[src/rtl/core/cms_pkg.sv]
package cms_pkg;

  localparam int DEF_MAX_EDGE = 64;
  localparam int FACES        = 6;

  localparam logic OP_WRITE  = 1'b0;
  localparam logic OP_SAMPLE = 1'b1;

  localparam logic [2:0] FACE_PX = 3'd0;
  localparam logic [2:0] FACE_NX = 3'd1;
  localparam logic [2:0] FACE_PY = 3'd2;
  localparam logic [2:0] FACE_NY = 3'd3;
  localparam logic [2:0] FACE_PZ = 3'd4;
  localparam logic [2:0] FACE_NZ = 3'd5;

  // one classified word waiting between front and back
  typedef struct packed {
    logic        op;
    logic [2:0]  face;
    logic        zero;
    logic [15:0] ma;
    logic [16:0] sx;
    logic [16:0] sy;
    logic [5:0]  tx;
    logic [5:0]  ty;
    logic [47:0] rgb;
  } qent_t;

  typedef struct packed {
    logic [47:0] rgb;
    logic [2:0]  face;
    logic        zero;
  } res_t;

endpackage

[src/rtl/core/cms_front.sv]
module cms_front (
  input  logic               clk,
  input  logic               rst,
  input  logic               push,
  output logic               full,
  input  logic               operation,
  input  logic [2:0]         face_index,
  input  logic [5:0]         texel_x,
  input  logic [5:0]         texel_y,
  input  logic [15:0]        red_in,
  input  logic [15:0]        green_in,
  input  logic [15:0]        blue_in,
  input  logic signed [15:0] dir_x,
  input  logic signed [15:0] dir_y,
  input  logic signed [15:0] dir_z,
  output logic               q_push,
  output cms_pkg::qent_t     q_data,
  input  logic               q_full
);

  logic                  held;
  cms_pkg::qent_t        ent;
  cms_pkg::qent_t        ent_next;
  logic                  take;
  logic signed [16:0]    ex, ey, ez, nx, ny, nz;
  logic signed [16:0]    absx, absy, absz;
  logic [15:0]           ax, ay, az, ma;
  logic signed [16:0]    sc, tc;
  logic [17:0]           ssum, tsum;
  logic [2:0]            face;

  assign full   = held & q_full;
  assign take   = push & ~full;
  assign q_push = held;
  assign q_data = ent;

  always_comb begin
    ex   = {dir_x[15], dir_x};
    ey   = {dir_y[15], dir_y};
    ez   = {dir_z[15], dir_z};
    nx   = -ex;
    ny   = -ey;
    nz   = -ez;
    absx = dir_x[15] ? nx : ex;
    absy = dir_y[15] ? ny : ey;
    absz = dir_z[15] ? nz : ez;
    ax   = absx[15:0];
    ay   = absy[15:0];
    az   = absz[15:0];
    // major axis, ties favor x then y
    if (ax >= ay && ax >= az) begin
      ma = ax;
      tc = ny;
      if (!dir_x[15] && dir_x != '0) begin
        face = cms_pkg::FACE_PX;
        sc   = nz;
      end else begin
        face = cms_pkg::FACE_NX;
        sc   = ez;
      end
    end else if (ay >= az) begin
      ma = ay;
      sc = ex;
      if (!dir_y[15]) begin
        face = cms_pkg::FACE_PY;
        tc   = ez;
      end else begin
        face = cms_pkg::FACE_NY;
        tc   = nz;
      end
    end else begin
      ma = az;
      tc = ny;
      if (!dir_z[15]) begin
        face = cms_pkg::FACE_PZ;
        sc   = ex;
      end else begin
        face = cms_pkg::FACE_NZ;
        sc   = nx;
      end
    end
    // face coordinate offset to [0, 2*ma]
    ssum = {sc[16], sc} + {2'b00, ma};
    tsum = {tc[16], tc} + {2'b00, ma};

    ent_next.op   = operation;
    ent_next.face = (operation == cms_pkg::OP_WRITE) ? face_index : face;
    ent_next.zero = (dir_x == '0) && (dir_y == '0) && (dir_z == '0);
    ent_next.ma   = ma;
    ent_next.sx   = ssum[16:0];
    ent_next.sy   = tsum[16:0];
    ent_next.tx   = texel_x;
    ent_next.ty   = texel_y;
    ent_next.rgb  = {red_in, green_in, blue_in};
  end

  always_ff @(posedge clk) begin
    if (rst) begin
      held <= 1'b0;
    end else if (take) begin
      held <= 1'b1;
    end else if (!q_full) begin
      held <= 1'b0;
    end
    if (take) begin
      ent <= ent_next;
    end
  end

endmodule

[config.mk]
export PLATFORM = sky130hd
export DESIGN_NAME = cms_front
export DESIGN_NICKNAME = d
export VERILOG_FILES = /design/src/rtl/core/cms_pkg.sv /design/src/rtl/core/cms_front.sv
export SDC_FILE = /design/constraint.sdc
export NUM_CORES = 1
export LEC_CHECK = 0
export BUFFER_PORTS_ARGS = -buffer_cell sky130_fd_sc_hd__clkbuf_2
export CAP_MARGIN = 0
export CORE_MARGIN = 2
export CORE_UTILIZATION = 58
export DETAILED_ROUTE_END_ITERATION = 16
export PLACE_DENSITY = 0.91
export SYNTH_ARGS = -nofsm -noshare
export SYNTH_HDL_FRONTEND = slang
export SYNTH_SLANG_ARGS = --single-unit
[constraint.sdc]
create_clock -name clk -period 17.3 [get_ports clk]
set_input_delay 0.865 -clock clk [delete_from_list [all_inputs] [get_ports clk]]
set_output_delay 0.865 -clock clk [all_outputs]
set_load 0.02 [all_outputs]
Word-level counts from Yosys, hierarchy flattened
Index checks and enable logic that the tools add are counted.

Register bits: 116. Word-level logic and storage cells: 51.

Add/sub/neg operators: 5. Magnitude comparators: 3. Equality and inequality tests: 1. Mux-type cells: 20. Bitwise logic cells: 3. Reduce and logical (&&, ||, !) cells: 9.

Operators with widths (count): 17-bit 2-to-1 mux (7); 16-bit 2-to-1 mux (5); 16-bit negation with 17-bit output (3); 16-bit >= comparator (3); 16-bit logical NOT (3); 17-bit adder (2); 16-bit nonzero test (1); 3-bit 2-to-1 mux (3); 1-bit 2-to-1 mux (5); 1-bit logical AND (4); 1-bit AND (2); 2-bit by 1-bit != test with 1-bit output (second input constant) (1); 1-bit logical NOT (1); 1-bit inverter (1).

Logic depth before layout (Yosys ltp)
Depth in word-level cells: 6. Depth in mapped cells: 31. Mapped depth without buffers: 29.

Worst setup path after synthesis
OpenSTA, ideal clock, no wires.

Path kind: in2reg. Start point: in dir_x[1]. End point: reg ent, in the netlist q_data[93], data pin. Setup time: 0.258 ns. Arrival: 6.764 ns. Setup slack: 10.278 ns. Stages on the path: 28. Path buffers: 2. Cell sequence: or3_4 > or3_4 > or3_4 > or3_4 > or3_4 > nand2_1 > xnor2_1 > ha_1 > nand4_1 > or4_1 > o211ai_1 > and2_1 > buf_2 > buf_2 > a211oi_1 > a21oi_1 > ha_1 > inv_1 > fa_1 > nand2b_1 > a21oi_1 > nor2_1 > o21ai_0 > nand4_1 > a41oi_1 > o21a_1 > nor2_1 > xnor2_1.

RTL lines: start: declaration (RTL line cms_front.sv:13) `input logic signed [15:0] dir_x,`; end signal: assignment (RTL line cms_front.sv:106) `ent <= ent_next;`; end: declaration (RTL line cms_front.sv:22) `cms_pkg::qent_t ent;`.

==> run summary <==
The run finished with clean final reports. The static leakage came out at between 4 and 5 nW. The routability congestion estimate came out at a little under 1.

The total number of H-tree levels is 4. For this block, the via count after detailed routing is approximately 7,300. The maximum operating frequency is 130.4 MHz. The placeable core region came out at around 14,000 µm². Input and output buffers added on the ports amount to 232. The clock reaches the later pin of the worst-skew pair after about 0.40 ns.

The leading cell type in the layout, fill and taps excluded is clkbuf_2. The number of placement rows is 44. The number of detailed-routing iterations run before antenna repair came out at 5. The top-level port count is 233. The warning count from the yosys run came out at 0.

Setup repair after global routing left no endpoint under its margin. The clock transition at the registers of the reported paths is ~0.050 ns. The most used cell along the critical path is or3_4. The data required time of the critical path is about 17 ns. The maximum number of pins on one net before global-route repair is 88. Max-cap violations in this run came to 0. The fraction of layout instances using a drive strength above 1 is approximately 28%. The internal power summed over all cells is around 0.90 mW. The total CTS buffers is 17.

The quantity of gates resized following cts came out at 0. The worst register-to-register path begins at q_push. The share of async-settable or async-resettable flops after synthesis is 0%. For the pin with the worst max-slew slack, the measured transition is around 1.0 ns. Along the worst path, the maximum fanout reaches 14.

The slowest stage of the critical path belongs to the cell mux2i_1. Of the total power, registers draw between 20 and 30%. The worst reg-to-reg setup slack is between 10 and 15 ns.

The final routed wire length divided by cell count came out at 18.19 µm. The critical path start-end classification is input port to flip-flop. The mean cell area of the mapped netlist is between 10 and 15 µm². The number of hold-slack violations in the final timing report came out at 0. The effective utilization at floorplan is ~59%. The number of antenna violations at the first check in global routing is 1. The global route total overflow is 0. Fill cells in the final layout number between 1,000 and 1,500.

The cell count after synthesis came out at 840. The number of routed nets with antenna violations came out at 0. The number of flip-flops and latches in the synthesized netlist came out at 116. The library cells used most frequently in the layout, excluding fill and tap cells, are clkbuf_2, edfxtp_1, nand2_1. The full die area is about 16,000 µm².

The maximum single-stage delay on the critical path came out at 0.56 ns. The share of synthesized area occupied by flip-flops and latches is around two fifths. The number of buffers inserted for hold repair after clock tree synthesis came out at 0. The routed via count divided by cell count is roughly 5.8. The cell area after placement came out at a little under 10,000 µm².

The endpoint of the worst-slack reg-to-reg timing path is q_data[17]. Synthesis produced a netlist with a net count of around 1,000. The post-CTS setup-driven buffer insertion count came out at 0. At the end of the flow the core is filled with cells to between 70% and 80%. The worst setup path is captured at a flip-flop. The largest voltage drop on the vdd net came out at between 0.05 and 0.06 mV.

The number of DRC markers in iteration 0 came out at around 470. The count of clock tree sinks is about 120. Among all flip-flop cells after synthesis, the most frequent one is edfxtp_1. The finished cells cover 10,400 µm². Following the worst setup path forward leads to its endpoint at q_data[75]. The share of the clock period used by the worst path after layout is between 40% and 50%. The final worst clock skew came out at about 0.0057 ns. Counting I/O delays and the setup requirement, the final critical path takes 7.669 ns.

The die extent in x is about 130 µm. The signed area change from the synthesized netlist to the final layout came out at 22.34%. TritonCTS built the clock tree.

The synthesized cell area came out at between 8000 and 9000 µm². The total DRC errors in the routed layout came out at 0. The critical path data arrival time came out at about 7.8 ns.

The post-route setup TNS is 0 ns. The relative contribution of combinational cells to total power is a little under half. The start point of the critical path is dir_x[1]. The number of stages on the worst hold path came out at 2.

The height of the die came out at about 130 µm. The power per unit of standard cell area is 140.6 nW/µm². The global-route wire length before repair is roughly 35 mm. Setup violations remaining at the end of the flow were counted as 0. The number of flops mapped to enable cells by yosys is 115. The worst pin sits at a relative slew slack of 30.38%. Counting cells, the worst reg-to-reg path comes to 3. The analysis attributes to net switching a power of 0.5634 mW. After legalization and detailed placement, the total HPWL measured 18.12 mm. The via count of the first global-routing pass is around 6,700.

STA classifies the critical path startpoint as an input port. The number of buffers on the longest clock path is 2. The global-route total usage across every layer came out at ~29%. The net count reported at finish came out at between 1,000 and 1,500. The routed design has about 23 mm of wire. The clock share of power is a little under a quarter. The path class of the tightest hold or removal check is input port to flip-flop.

The cell sitting at the root of the clock tree is a clkbuf_16. The switching part of the total is between 30% and 40%. The max-slew violation count is 0. Synthesis instantiated 64 different standard cells from the library.
==> cells by family after synthesis <==
group,count (synthesis),share of synthesized area [%]
simple gates,243,14.02
buf+inv,76,3.517
xor+xnor,122,12.57
compound gates,166,12.33
flops,116,40.85
mux,31,3.885
fa+ha+maj,86,12.83
==> layout make-up <==
cell class | count | area, µm² | share of cell area (%)
multi-input cells | 648 | 4738 | 45.55
flip-flops and latches | 116 | 3473 | 33.39
repair buffers | 237 | 1199 | 11.52
clock buffers | 17 | 425.4 | 4.089
well taps | 184 | 230.2 | 2.213
clock inverters | 15 | 180.2 | 1.732
inverters | 41 | 153.9 | 1.479
diodes | 1 | 2.502 | 0.02406
==> worst max-delay path, delay by kind of cell <==
family | cells | cell delay, ns
buf+inv | 2 | 0.26
simple gates | 9 | 3.09
mux | 1 | 0.56
fa+ha+maj | 2 | 0.66
compound gates | 9 | 2.15
xor+xnor | 2 | 0.22
==> registers in the layout, indices dropped and copies added, names as in the netlist <==
register / flops
q_push: 1
q_data: 115
==> power groups by stage <==
stage / registers (mW) / logic, mW / clock network, mW
finish: 0.425 / 0.687 / 0.351
global route: 0.429 / 0.743 / 0.369
CTS: 0.425 / 0.678 / 0.357
detailed placement: 0.430 / 0.668 / 0
global placement: 0.426 / 0.651 / 0
floorplan: 0.505 / 0.410 / 0
==> metrics by stage <==
stage,power (mW),cells,worst slack (ns),hold slack (ns)
floorplan,0.9148,840,10.28,0.7858
global placement,1.077,1226,9.407,0.6485
detailed placement,1.098,1226,9.292,0.6779
CTS,1.460,1258,9.695,0.6016
global route,1.541,1259,9.310,0.6112
finish,1.462,1259,9.631,0.6207
==> per-layer routing <==
metal / wire, µm / global-route usage [%] / vias up
met4: 534 / 9.085 / 0
met2: 11230 / 49.39 / 372
met5: 0 / 0 / -
met1: 9361 / 36.72 / 3377
met3: 1767 / 5.477 / 44
li1: - / - / 3464
==> synth_stat cells, types with 7 or more instances <==
cell type | instances | area share (%)
o211ai_1 | 7 | 0.62
o21a_1 | 8 | 0.71
clkbuf_1 | 23 | 1.0
buf_2 | 8 | 0.47
nor2_1 | 39 | 1.7
ha_1 | 84 | 12
edfxtp_1 | 115 | 41
mux2_2 | 15 | 2.0
mux2i_1 | 15 | 1.8
nand4_1 | 8 | 0.59
xor2_1 | 55 | 5.7
a21oi_1 | 46 | 2.7
nor3_1 | 17 | 1.0
nand2b_1 | 13 | 0.96
nand3_1 | 12 | 0.71
inv_1 | 40 | 1.8
a31oi_1 | 8 | 0.59
o21ai_0 | 44 | 2.6
or3_1 | 14 | 1.0
nand2_1 | 104 | 4.6
xnor2_1 | 67 | 6.9
a21o_1 | 18 | 1.6
==> how the worst min path moves through the flow <==
stage | from | to | slack [ns]
4_1_cts | rst | q_push | 0.60
6_report | rst | q_push | 0.62
3_5_place_dp | q_push | q_push | 0.68
3_3_place_gp | q_push | q_push | 0.65
2_1_floorplan | q_push | q_push | 0.79
5_1_grt | rst | q_push | 0.61
Power figures use the tool's default switching activity.
