<file path="src/rtl/core/cms_fifo.sv">
module cms_fifo #(
  parameter int WIDTH = 8,
  parameter int DEPTH = 4,
  localparam int PW = $clog2(DEPTH)
) (
  input  logic             clk,
  input  logic             rst,
  input  logic             push,
  input  logic [WIDTH-1:0] wdata,
  output logic             full,
  input  logic             pop,
  output logic [WIDTH-1:0] rdata,
  output logic             empty
);

  logic [WIDTH-1:0] mem [DEPTH];
  logic [PW-1:0]    wptr;
  logic [PW-1:0]    rptr;
  logic [PW:0]      count;
  logic             wr;
  logic             rd;

  assign full  = (count == (PW+1)'(DEPTH));
  assign empty = (count == '0);
  assign wr    = push & ~full;
  assign rd    = pop & ~empty;
  assign rdata = mem[rptr];

  always_ff @(posedge clk) begin
    if (rst) begin
      wptr  <= '0;
      rptr  <= '0;
      count <= '0;
    end else begin
      if (wr) begin
        wptr <= wptr + 1'b1;
      end
      if (rd) begin
        rptr <= rptr + 1'b1;
      end
      count <= count + (PW+1)'(wr) - (PW+1)'(rd);
    end
  end

  always_ff @(posedge clk) begin
    if (wr) begin
      mem[wptr] <= wdata;
    end
  end

endmodule

</file>
<file path="config.mk">
export PLATFORM = sky130hd
export DESIGN_NAME = cms_fifo
export DESIGN_NICKNAME = d
export VERILOG_FILES = /design/src/rtl/core/cms_fifo.sv
export SDC_FILE = /design/constraint.sdc
export NUM_CORES = 1
export LEC_CHECK = 0
export CAP_MARGIN = 20
export CORE_UTILIZATION = 45
export DETAILED_ROUTE_END_ITERATION = 6
export DONT_BUFFER_PORTS = 1
export SETUP_SLACK_MARGIN = 0.05
export SLEW_MARGIN = 10
export SYNTH_ARGS = -nofsm -noshare
export SYNTH_HDL_FRONTEND = slang
export SYNTH_SLANG_ARGS = --single-unit
</file>
<file path="constraint.sdc">
create_clock -name clk -period 2.5 [get_ports clk]
set_input_delay 0.5 -clock clk [delete_from_list [all_inputs] [get_ports clk]]
set_output_delay 0.5 -clock clk [all_outputs]
set_load 0.005 [all_outputs]
</file>
=== Yosys cells after proc, flatten, opt, wreduce, memory -nomap -nowiden ===
Memories as Yosys holds them, arrays and structs flattened. A register that Yosys moved wholly into a read port is not among the register bits.
Cells that the tools add are included.
W data, S select, Z words.

* Flip-flop bits (word level): 7
* Latch bits: 0
* Bits in writable memories: 32
* Bits in read-only memories: 0
* Bits of input ports: 12
* Output and inout bits: 10
* Word-level logic and storage cells: 18
* Memories kept: 1

* $add $sub $neg: 4
* $mul: 0
* Divide/modulo/power cells: 0
* $lt $le $gt $ge: 0
* Equal/unequal tests: 1
* Shift operators: 0
* Mux-type cells: 4
* Bitwise logic cells: 4
* Reductions and logical operators: 1

{| class="wikitable"
|+ Memory list
! memory !! words !! width !! rd ports !! clocked after Yosys merged registers in !! write ports !! RTL line !! source
|-
| mem || 4 || 8 || 1 || 1 || 1 || 16 || <nowiki>logic [WIDTH-1:0] mem [DEPTH];</nowiki>
|}

{| class="wikitable"
|+ Operators by type and width
! kind !! number
|-
| $add A2 B1 Y2 const B || 2
|-
| $mux W2 || 2
|-
| $add A3 B1 Y3 || 1
|-
| $eq A3 B3 Y1 const B || 1
|-
| $logic_not A3 Y1 || 1
|-
| $sub A3 B1 Y3 || 1
|-
| $and A1 B1 Y1 || 2
|-
| $mux W1 || 2
|-
| $not A1 Y1 || 2
|}

=== Depth between registers and ports, before layout ===
Gate-level depths: netlist of run 1.

* Depth after elaboration: 5
* Depth in mapped cells: 10
* Depth with buffers taken out: 10

=== Worst setup path after synthesis of run 1 ===
No wires, ideal clock.

* Path kind: input -> register
* Start point: in push
* End point: reg count[2]
* Data arrival time: 1.948 ns
* Data required time: 2.375 ns
* Path slack: 0.427 ns
* Stages on the path: 10
* Buffers on the path: 0
* Cells stage by stage: inv_1 nor2_2 inv_1 ha_1 inv_1 ha_1 fa_1 xnor2_1 xnor2_1 nor2_1

* Longest elaborated chain between the ends: 3

{| class="wikitable"
|+ RTL lines
! element !! RTL line !! source
|-
| start: declaration || 8 || <nowiki>input logic push,</nowiki>
|-
| $and A1 B1 Y1 || 25 || <nowiki>assign wr = push & ~full;</nowiki>
|-
| $add A3 B1 Y3 || 41 || <nowiki>count <= count + (PW+1)'(wr) - (PW+1)'(rd);</nowiki>
|-
| $sub A3 B1 Y3 || 41 ||
|-
| end signal: assignment || 41 ||
|-
| end: declaration || 19 || <nowiki>logic [PW:0] count;</nowiki>
|}

Every way passes these cells.
A chain may end at the register's enable or synchronous reset.

=== Worst setup path in the final report of run 1 ===
* Start point: reg count[1]
* End point: reg count[2]

* Longest elaborated chain between the ends: 5
* Elaborated cells on any way between the ends: 8

{| class="wikitable"
|+ RTL lines
! element !! RTL line !! source
|-
| $eq A3 B3 Y1 || 23 || <nowiki>assign full = (count == (PW+1)'(DEPTH));</nowiki>
|-
| named net full || 10 || <nowiki>output logic full,</nowiki>
|-
| $not A1 Y1 || 25 ||
|-
| $and A1 B1 Y1 || 25 ||
|-
| $add A3 B1 Y3 || 41 ||
|-
| $sub A3 B1 Y3 || 41 ||
|}

The timed path passes the listed nets, and every way through them passes these cells.

==> metrics.txt, run 1 <==
Cell Area, Placed=0.00168 mm2; hold_sp=rst; first-pass GRT wire length=3860 um; Fin Hold WS=0.206 ns; Critical Path Fanout Max=6; Slew HR=62.9%; initial antenna violation count=0; routability cong.=0.642; Setup crit end=count[2]; FF-to-FF Start=count[1]; wire per inst=15.7 um; Routed WL=2270 um; Worst Reg2Reg Path Length in Cells=10; Clock Skew=0.00458 ns; clk buf depth=2; Seq/Total Area, Yosys=69.8%; Core Rows=21; Die ar.=0.00388 mm2; PortBufs=0; routed vias=742; Post-Syn Area=0.00163 mm2; Max Slew Vio Count=0; Power Density=892 mW/mm2; layout cells sized above 1=20.4%; Reg-to-Reg End=count[2]; Arrival @ worst endpoint=2.46 ns; largest net degree at the start of global routing=14; Post-Synthesis Cells=93; Initial Util=47.8%; drt initial violations=29; Tmin final=2.21 ns; total chip power=1.55 mW; total leakage power=0.584 nW; Die X=62.3 um; Critical Path Start Type=flip-flop; Num CTS Buffers=5; setup TNS=0 ns; net count after synthesis=112; clk_lat worst skew=0.34 ns; Root Driver=clkbuf_4; final worst-path cycle share=88.5%; die height=62.3 um; fillers=311; Synthesis Warnings=0; Least-Margin Pin Slew=0.556 ns; register area=0.00114 mm2; status=finished, final reports clean; gr usage total=13.8%; final instance area=0.00173 mm2; Distinct cells, synth=24; commonest non-fill, non-tap cell in the layout=edfxtp_1; Final Hold Fails=0; ANT cells=0; CP endpoint kind=flip-flop; CTS H-tree depth=2; Setup violations, final=0; CTS tree=done; core box area=0.00342 mm2; hold buffers post-CTS=0; clk sinks=41; 1st-pass router iterations=4; Max Cap Viol=0; number of post-CTS setup repair buffers=0; crit path from=count[1]; # DRC=0; number of global-route vias before repair=833; Avg Cell Area, Syn=17.6 um2; DP HPWL=1600 um; nets=116; maximum vdd drop=0.443 mV; Multi-input gate area=450 um2; FMAX=452 MHz; RSZ-0062 raised after global routing=false; worst hold path class=input pin to flip-flop; most frequent cells in the layout=32 x edfxtp_1, 9 x dfxtp_1, 8 x inv_1, 8 x mux4_2, 6 x ha_1; post-synthesis register bit count=41; # resized after CTS=0; vias per inst=5.15; gr ovfl total=0; post-route ant nets=0; Required @ worst endpoint=2.75 ns; P&R area growth vs syn=6.13%; Final Util=50.8%; setup slack, reg-to-reg=0.29 ns; clock-pin slew on the worst setup and hold paths=0.12 ns; io pins=22; WS Path Type=flip-flop to flip-flop
==> where the power goes <==
part	internal, mW	switching, mW
Clock	0.106	0.208
Combinational	0.177	0.141
Sequential	0.829	0.0864
Total	1.11	0.435
==> sequential cells by signal, indices dropped and copies added (netlist names), named ones only <==
| signal | count |
|---|---|
| mem | 32 |
| count | 3 |
| rptr | 2 |
| wptr | 2 |
==> how the worst min path moves through the flow <==
stage                endpoint  cells after the start
floorplan           flip-flop                      2
global placement      rptr[1]                      2
detailed placement  flip-flop                      2
CTS                  count[1]                      1
global route         count[0]                      1
finish                wptr[0]                      1
==> metrics by stage <==
| stage | worst slack (ns) | cells |
|---|---|---|
| floorplan | 0.427 | 93 |
| global placement | 0.338 | 136 |
| detailed placement | 0.306 | 136 |
| CTS | 0.263 | 144 |
| global route | 0.0686 | 144 |
| finish | 0.287 | 144 |
==> synth_stat cells <==
cell	count	area (um2)
inv_1	8	30.0
or3_1	2	12.5
nor2_2	1	6.26
o21ai_0	2	10.0
nor3b_2	1	12.5
xor2_1	1	8.76
mux2i_1	1	10.0
a21oi_1	2	10.0
mux4_2	8	180
nor2_1	3	11.3
xnor2_1	2	17.5
o31ai_2	1	12.5
dfxtp_1	9	180
clkbuf_1	1	3.75
buf_1	1	3.75
and2_1	4	25.0
nand2b_1	2	12.5
fa_1	1	20.0
edfxtp_1	32	961
ha_1	6	75.1
buf_2	1	5.00
nor2b_1	2	12.5
nand2_1	1	3.75
nor3_2	1	10.0
==> layer usage <==
layer | track usage [%] | vias up | routed length (um)
li1 | - | 349 | -
met1 | 14.4 | 368 | 829
met2 | 24.0 | 19 | 1240
met3 | 5.88 | 6 | 148
met4 | 6.10 | 0 | 49
met5 | 0 | - | 0
==> final cells by class <==
type | instances | share of cell area (%)
sequential | 41 | 65.8
multi-input combinational | 41 | 26.0
inverter | 8 | 1.73
clock inverter | 3 | 1.01
clock buffer | 5 | 2.16
tap | 46 | 3.32
==> worst max-delay path, stage by stage (launching register included) <==
cell and delay, ns:
dfxtp_1 0.47, nor3b_2 0.12, nor2_2 0.21, inv_1 0.07, ha_1 0.27, inv_1 0.04
ha_1 0.18, fa_1 0.38, xnor2_1 0.18, xnor2_1 0.14, nor2_1 0.05
==> kinds of logic after synthesis <==
kind of cell	Yosys count	synth area share (%)
AOI/OAI and AO/OA	5	1.99
xor gates and xnor gates	3	1.61
DFF	41	69.8
muxes	9	11.6
and+or+nand+nor	17	6.51
buffers and inverters	11	2.60
adders and majority gates	7	5.82
(Power assumes the default switching activity.)
==> run 2, diff against run 1 <==
Settings changed: HOLD_SLACK_MARGIN set to 0.05, MAX_ROUTING_LAYER set to met4.
==> run 2 against run 1 <==
  * Global-route usage increased by 0.41 points
  * Sequential share of layout area stayed put
  * Clock-buffer cell count stayed put
  * Routed wire length rose by 0.44%
  * Power about the same
  * Critical path depth unchanged
  * Critical path type unchanged
  * Highest routed layer unchanged
==> metrics.txt, run 2 (synthesis results as in run 1) <==
# resized after CTS=0 (unchanged); RSZ-0062 raised after global routing=false (unchanged); crit-path cells=nor3b_2, nor2_2, inv_1, ha_1, inv_1, ha_1, fa_1, xnor2_1, xnor2_1, nor2_1 (unchanged); setup TNS=0 ns (unchanged); largest register by flop count=mem (unchanged); number of post-CTS setup repair buffers=0 (unchanged); ANT cells=0 (unchanged); final worst-path cycle share=88.4% (was 88.5%); Cell Area, Placed=0.00168 mm2 (unchanged); post-route ant nets=0 (unchanged); slowest CP cell=dfxtp_1 (unchanged); post-placement cell count=136 (unchanged); status=finished, final reports clean (unchanged); setup slack, reg-to-reg=0.29 ns (about the same); vias per inst=5.14 (was 5.15); Required @ worst endpoint=2.75 ns (about the same); clk_lat worst skew=0.34 ns (about the same); first-pass GRT wire length=3860 um (about the same); Final Hold Fails=0 (unchanged); gr ovfl total=0 (unchanged); Worst Setup Slack, final=0.289 ns (was 0.287 ns); layout cells sized above 1=20.4% (unchanged); Root Driver=clkbuf_4 (unchanged); # DRC=0 (unchanged); clock-pin slew on the worst setup and hold paths=0.12 ns (about the same); Max Slew Vio Count=0 (unchanged); commonest non-fill, non-tap cell in the layout=edfxtp_1 (unchanged); 1st-pass router iterations=4 (unchanged); core box area=0.00342 mm2 (unchanged); total leakage power=0.584 nW (unchanged); gr usage total=14.2% (was 13.8%); Num CTS Buffers=5 (unchanged); FMAX=452 MHz (about the same); CP max stage delay=0.47 ns (about the same); number of global-route vias before repair=839 (was 833); Max Cap Viol=0 (unchanged); DP HPWL=1600 um (unchanged); initial antenna violation count=0 (unchanged); CP Buf/Inv Count=2 (unchanged); WS Path Type=flip-flop to flip-flop (unchanged); Setup violations, final=0 (unchanged); Least-Margin Pin Slew=0.553 ns (was 0.556 ns); CTS H-tree depth=2 (unchanged); largest net degree at the start of global routing=14 (unchanged); maximum vdd drop=0.443 mV (about the same); clk sinks=41 (unchanged); Critical Path Start Type=flip-flop (unchanged); CP endpoint kind=flip-flop (unchanged); nets=116 (unchanged); Final Util=50.8% (unchanged); routed vias=740 (was 742); PortBufs=0 (unchanged); worst hold path class=input pin to flip-flop (unchanged); hold buffers post-CTS=0 (unchanged); Arrival @ worst endpoint=2.46 ns (about the same); total chip power=1.55 mW (about the same); Die X=62.3 um (unchanged); io pins=22 (unchanged); Slew HR=63.1% (was 62.9%); Finished Layout Cells=144 (unchanged); clk buf depth=2 (unchanged); Fin Hold WS=0.208 ns (was 0.206 ns); Critical Path Fanout Max=6 (unchanged); dpl ws=0.306 ns (unchanged); Tmin final=2.21 ns (about the same); Power Density=892 mW/mm2 (about the same); delay-heaviest family, CP=adder cells (unchanged); Die ar.=0.00388 mm2 (unchanged); Largest register FFs=32 (unchanged); Clock Skew=0.00361 ns (was 0.00458 ns); final instance area=0.00173 mm2 (unchanged); Routed WL=2280 um (was 2270 um); Initial Util=47.8% (unchanged); wire per inst=15.8 um (was 15.7 um); most frequent cells in the layout=32 x edfxtp_1, 9 x dfxtp_1, 8 x inv_1, 8 x mux4_2, 6 x ha_1 (unchanged); routability cong.=0.647 (was 0.642); Core Rows=21 (unchanged); drt initial violations=21 (was 29); CTS tree=done (unchanged); P&R area growth vs syn=6.13% (unchanged); biggest regs=mem: 32 flops, count: 3 flops (unchanged); die height=62.3 um (unchanged)
[run 2: cell counts in the layout (fill, tap and decap cells not counted)]
Identical to the previous run, type by type.
[run 2: worst paths after layout]
kind | from | endpoint | cells past startpoint
max reg2reg | count[1] | count[2] | 10
max | count[1] | count[2] | 10
min | rst | wptr[0] | 1
min reg2reg | rptr[1] | rptr[1] | 2
[run 2: cell type report]
cell class | count | area [um2]
clock inverter | 3 | 17.5
tap | 46 | 57.6
fill | 311 | 1680
clock buffer | 5 | 37.5
inverter | 8 | 30.0
multi-input combinational | 41 | 450
sequential | 41 | 1140
[run 2: where the power goes]
part           switching, mW  leakage, nW  internal [mW]  total, mW
sequential            0.0861        0.367          0.829      0.915
combinational          0.141        0.186          0.177      0.318
clock                  0.207       0.0310          0.106      0.314
total                  0.434        0.584           1.11       1.55
[run 2: layer usage]
metal  vias to the layer above  track usage [%]  share of wire [%]
met4                         0             6.10                1.5
met5                         -                -                  0
li1                        349                -                  -
met2                        20             24.3                 55
met3                         5             6.07                6.5
met1                       366             14.1                 37
==> run 3, diff against run 2 <==
Settings changed: CELL_PAD_IN_SITES_DETAIL_PLACEMENT set to 0, CELL_PAD_IN_SITES_GLOBAL_PLACEMENT set to 2, PLACE_DENSITY_LB_ADDON set to 0.1.
==> run 3 against run 2 <==
  * Register-to-register slack improved by 0.04 ns
  * Worst setup slack improved by 0.043 ns
  * Clock-buffer cell count unchanged
  * Final cell count unchanged
  * Flip-flop and latch count unchanged
  * Largest cell class unchanged
  * Largest power group unchanged
==> metrics.txt, run 3 (synthesis results as in run 1) <==
most frequent cells in the layout=32 x edfxtp_1, 9 x dfxtp_1, 8 x inv_1, 8 x mux4_2, 6 x ha_1 (unchanged); Multi-input gate area=450 um2 (unchanged); worst hold path class=input pin to flip-flop (unchanged); DP HPWL=1540 um (was 1600 um); Arrival @ worst endpoint=2.41 ns (was 2.46 ns); clk buf depth=2 (unchanged); # resized after CTS=0 (unchanged); routability cong.=0.641 (was 0.647); commonest non-fill, non-tap cell in the layout=edfxtp_1 (unchanged); fillers=305 (was 311); CTS H-tree depth=2 (unchanged); PortBufs=0 (unchanged); clock-pin slew on the worst setup and hold paths=0.11 ns (was 0.12 ns); Max Cap Viol=0 (unchanged); FMAX=461 MHz (was 452 MHz); gr usage total=13.6% (was 14.2%); number of global-route vias before repair=744 (was 839); total leakage power=0.584 nW (unchanged); Largest register FFs=32 (unchanged); crit path from=count[1] (unchanged); Finished Layout Cells=144 (unchanged); hold buffers post-CTS=0 (unchanged); Worst Reg2Reg Path Length in Cells=10 (unchanged); CTS tree=done (unchanged); Power Density=891 mW/mm2 (was 892 mW/mm2); Die ar.=0.00388 mm2 (unchanged); Clock Skew=0.00722 ns (was 0.00361 ns); Num CTS Buffers=5 (unchanged); Root Driver=clkbuf_4 (unchanged); Worst Setup Slack, final=0.332 ns (was 0.289 ns); CP endpoint kind=flip-flop (unchanged); largest register by flop count=mem (unchanged); Final Util=50.8% (unchanged); post-placement cell count=136 (unchanged); post-route ant nets=0 (unchanged); clk_lat worst skew=0.34 ns (about the same); Comb power frac=20.8% (was 20.6%); Int Pwr=1.11 mW (about the same); status=finished, final reports clean (unchanged); Slew HR=64.1% (was 63.1%); clk sinks=41 (unchanged); final worst-path cycle share=86.7% (was 88.4%); # DRC=0 (unchanged); Switching Share=27.9% (was 28.1%); biggest regs=mem: 32 flops, count: 3 flops (unchanged); 1st-pass router iterations=4 (unchanged); io pins=22 (unchanged); Tmin final=2.17 ns (was 2.21 ns); total chip power=1.55 mW (about the same); Max Slew Vio Count=0 (unchanged); core box area=0.00342 mm2 (unchanged); Seq pwr share=59.2% (about the same); nets=116 (unchanged); Critical Path Start Type=flip-flop (unchanged); register area=0.00114 mm2 (unchanged); Least-Margin Pin Slew=0.538 ns (was 0.553 ns); setup slack, reg-to-reg=0.33 ns (was 0.29 ns); Initial Util=47.8% (unchanged); Critical Path Fanout Max=6 (unchanged); layout cells sized above 1=20.4% (unchanged); dpl ws=0.302 ns (was 0.306 ns); RSZ-0062 raised after global routing=false (unchanged); ANT cells=0 (unchanged); Final Hold Fails=0 (unchanged); Setup crit end=count[2] (unchanged); gr ovfl total=0 (unchanged); Die X=62.3 um (unchanged); Routed WL=2190 um (was 2280 um); wire per inst=15.2 um (was 15.8 um); FF-to-FF Start=count[1] (unchanged); vias per inst=5.03 (was 5.14); largest net degree at the start of global routing=14 (unchanged); Core Rows=21 (unchanged); drt initial violations=21 (unchanged); Reg-to-Reg End=count[2] (unchanged); routed vias=725 (was 740); first-pass GRT wire length=3640 um (was 3860 um); die height=62.3 um (unchanged); net switching power=0.431 mW (was 0.434 mW); initial antenna violation count=0 (unchanged); setup TNS=0 ns (unchanged); Required @ worst endpoint=2.75 ns (about the same); P&R area growth vs syn=6.13% (unchanged); maximum vdd drop=0.390 mV (was 0.443 mV); Setup violations, final=0 (unchanged); number of post-CTS setup repair buffers=0 (unchanged); clock power share=20.0% (was 20.3%); WS Path Type=flip-flop to flip-flop (unchanged)
run 3: worst min-delay path by stage:
stage                end  startpoint  slack, ns  depth (start not counted)
3_3_place_gp     rptr[1]     rptr[1]       0.47                          2
2_1_floorplan  flip-flop     rptr[1]       0.46                          2
6_report        count[0]         rst       0.22                          1
3_5_place_dp     rptr[1]     rptr[1]       0.50                          2
4_1_cts         count[0]         rst       0.20                          1
5_1_grt         count[2]         rst       0.18                          1
run 3: through the flow:
stage / hold WS, ns / area [um2]
2_1_floorplan: 0.459 / 1630
5_1_grt: 0.177 / 1730
6_report: 0.216 / 1730
4_1_cts: 0.196 / 1730
3_5_place_dp: 0.502 / 1680
3_3_place_gp: 0.475 / 1680
run 3: cell type report:
cell class,count,share of cell area [%]
multi-input combinational,41,26.0
inverter,8,1.73
clock buffer,5,2.16
sequential,41,65.8
tap,46,3.32
clock inverter,3,1.01
run 3: power by group through the flow:
stage	combinational [mW]	clock [mW]	sequential (mW)
2_1_floorplan	0.315	0	0.881
5_1_grt	0.360	0.359	0.933
3_3_place_gp	0.329	0	0.932
4_1_cts	0.328	0.321	0.921
6_report	0.321	0.309	0.915
3_5_place_dp	0.326	0	0.937
run 3: metal layers:
metal  track usage (%)  vias to the layer above  share of wire [%]  wire, um
met5                 -                        -                  0         0
li1                  -                      347                  -         -
met1              14.8                      353                 40       886
met4              6.98                        0                1.6        36
met3              5.51                        4                6.8       148
met2              21.3                       21                 51      1120
run 3: critical path, cell delays in order (launching register included):
cell and delay [ns]:
dfxtp_1 0.46, nor3b_2 0.11, nor2_2 0.20, inv_1 0.07, ha_1 0.27, inv_1 0.04
ha_1 0.18, fa_1 0.37, xnor2_1 0.19, xnor2_1 0.14, nor2_1 0.05
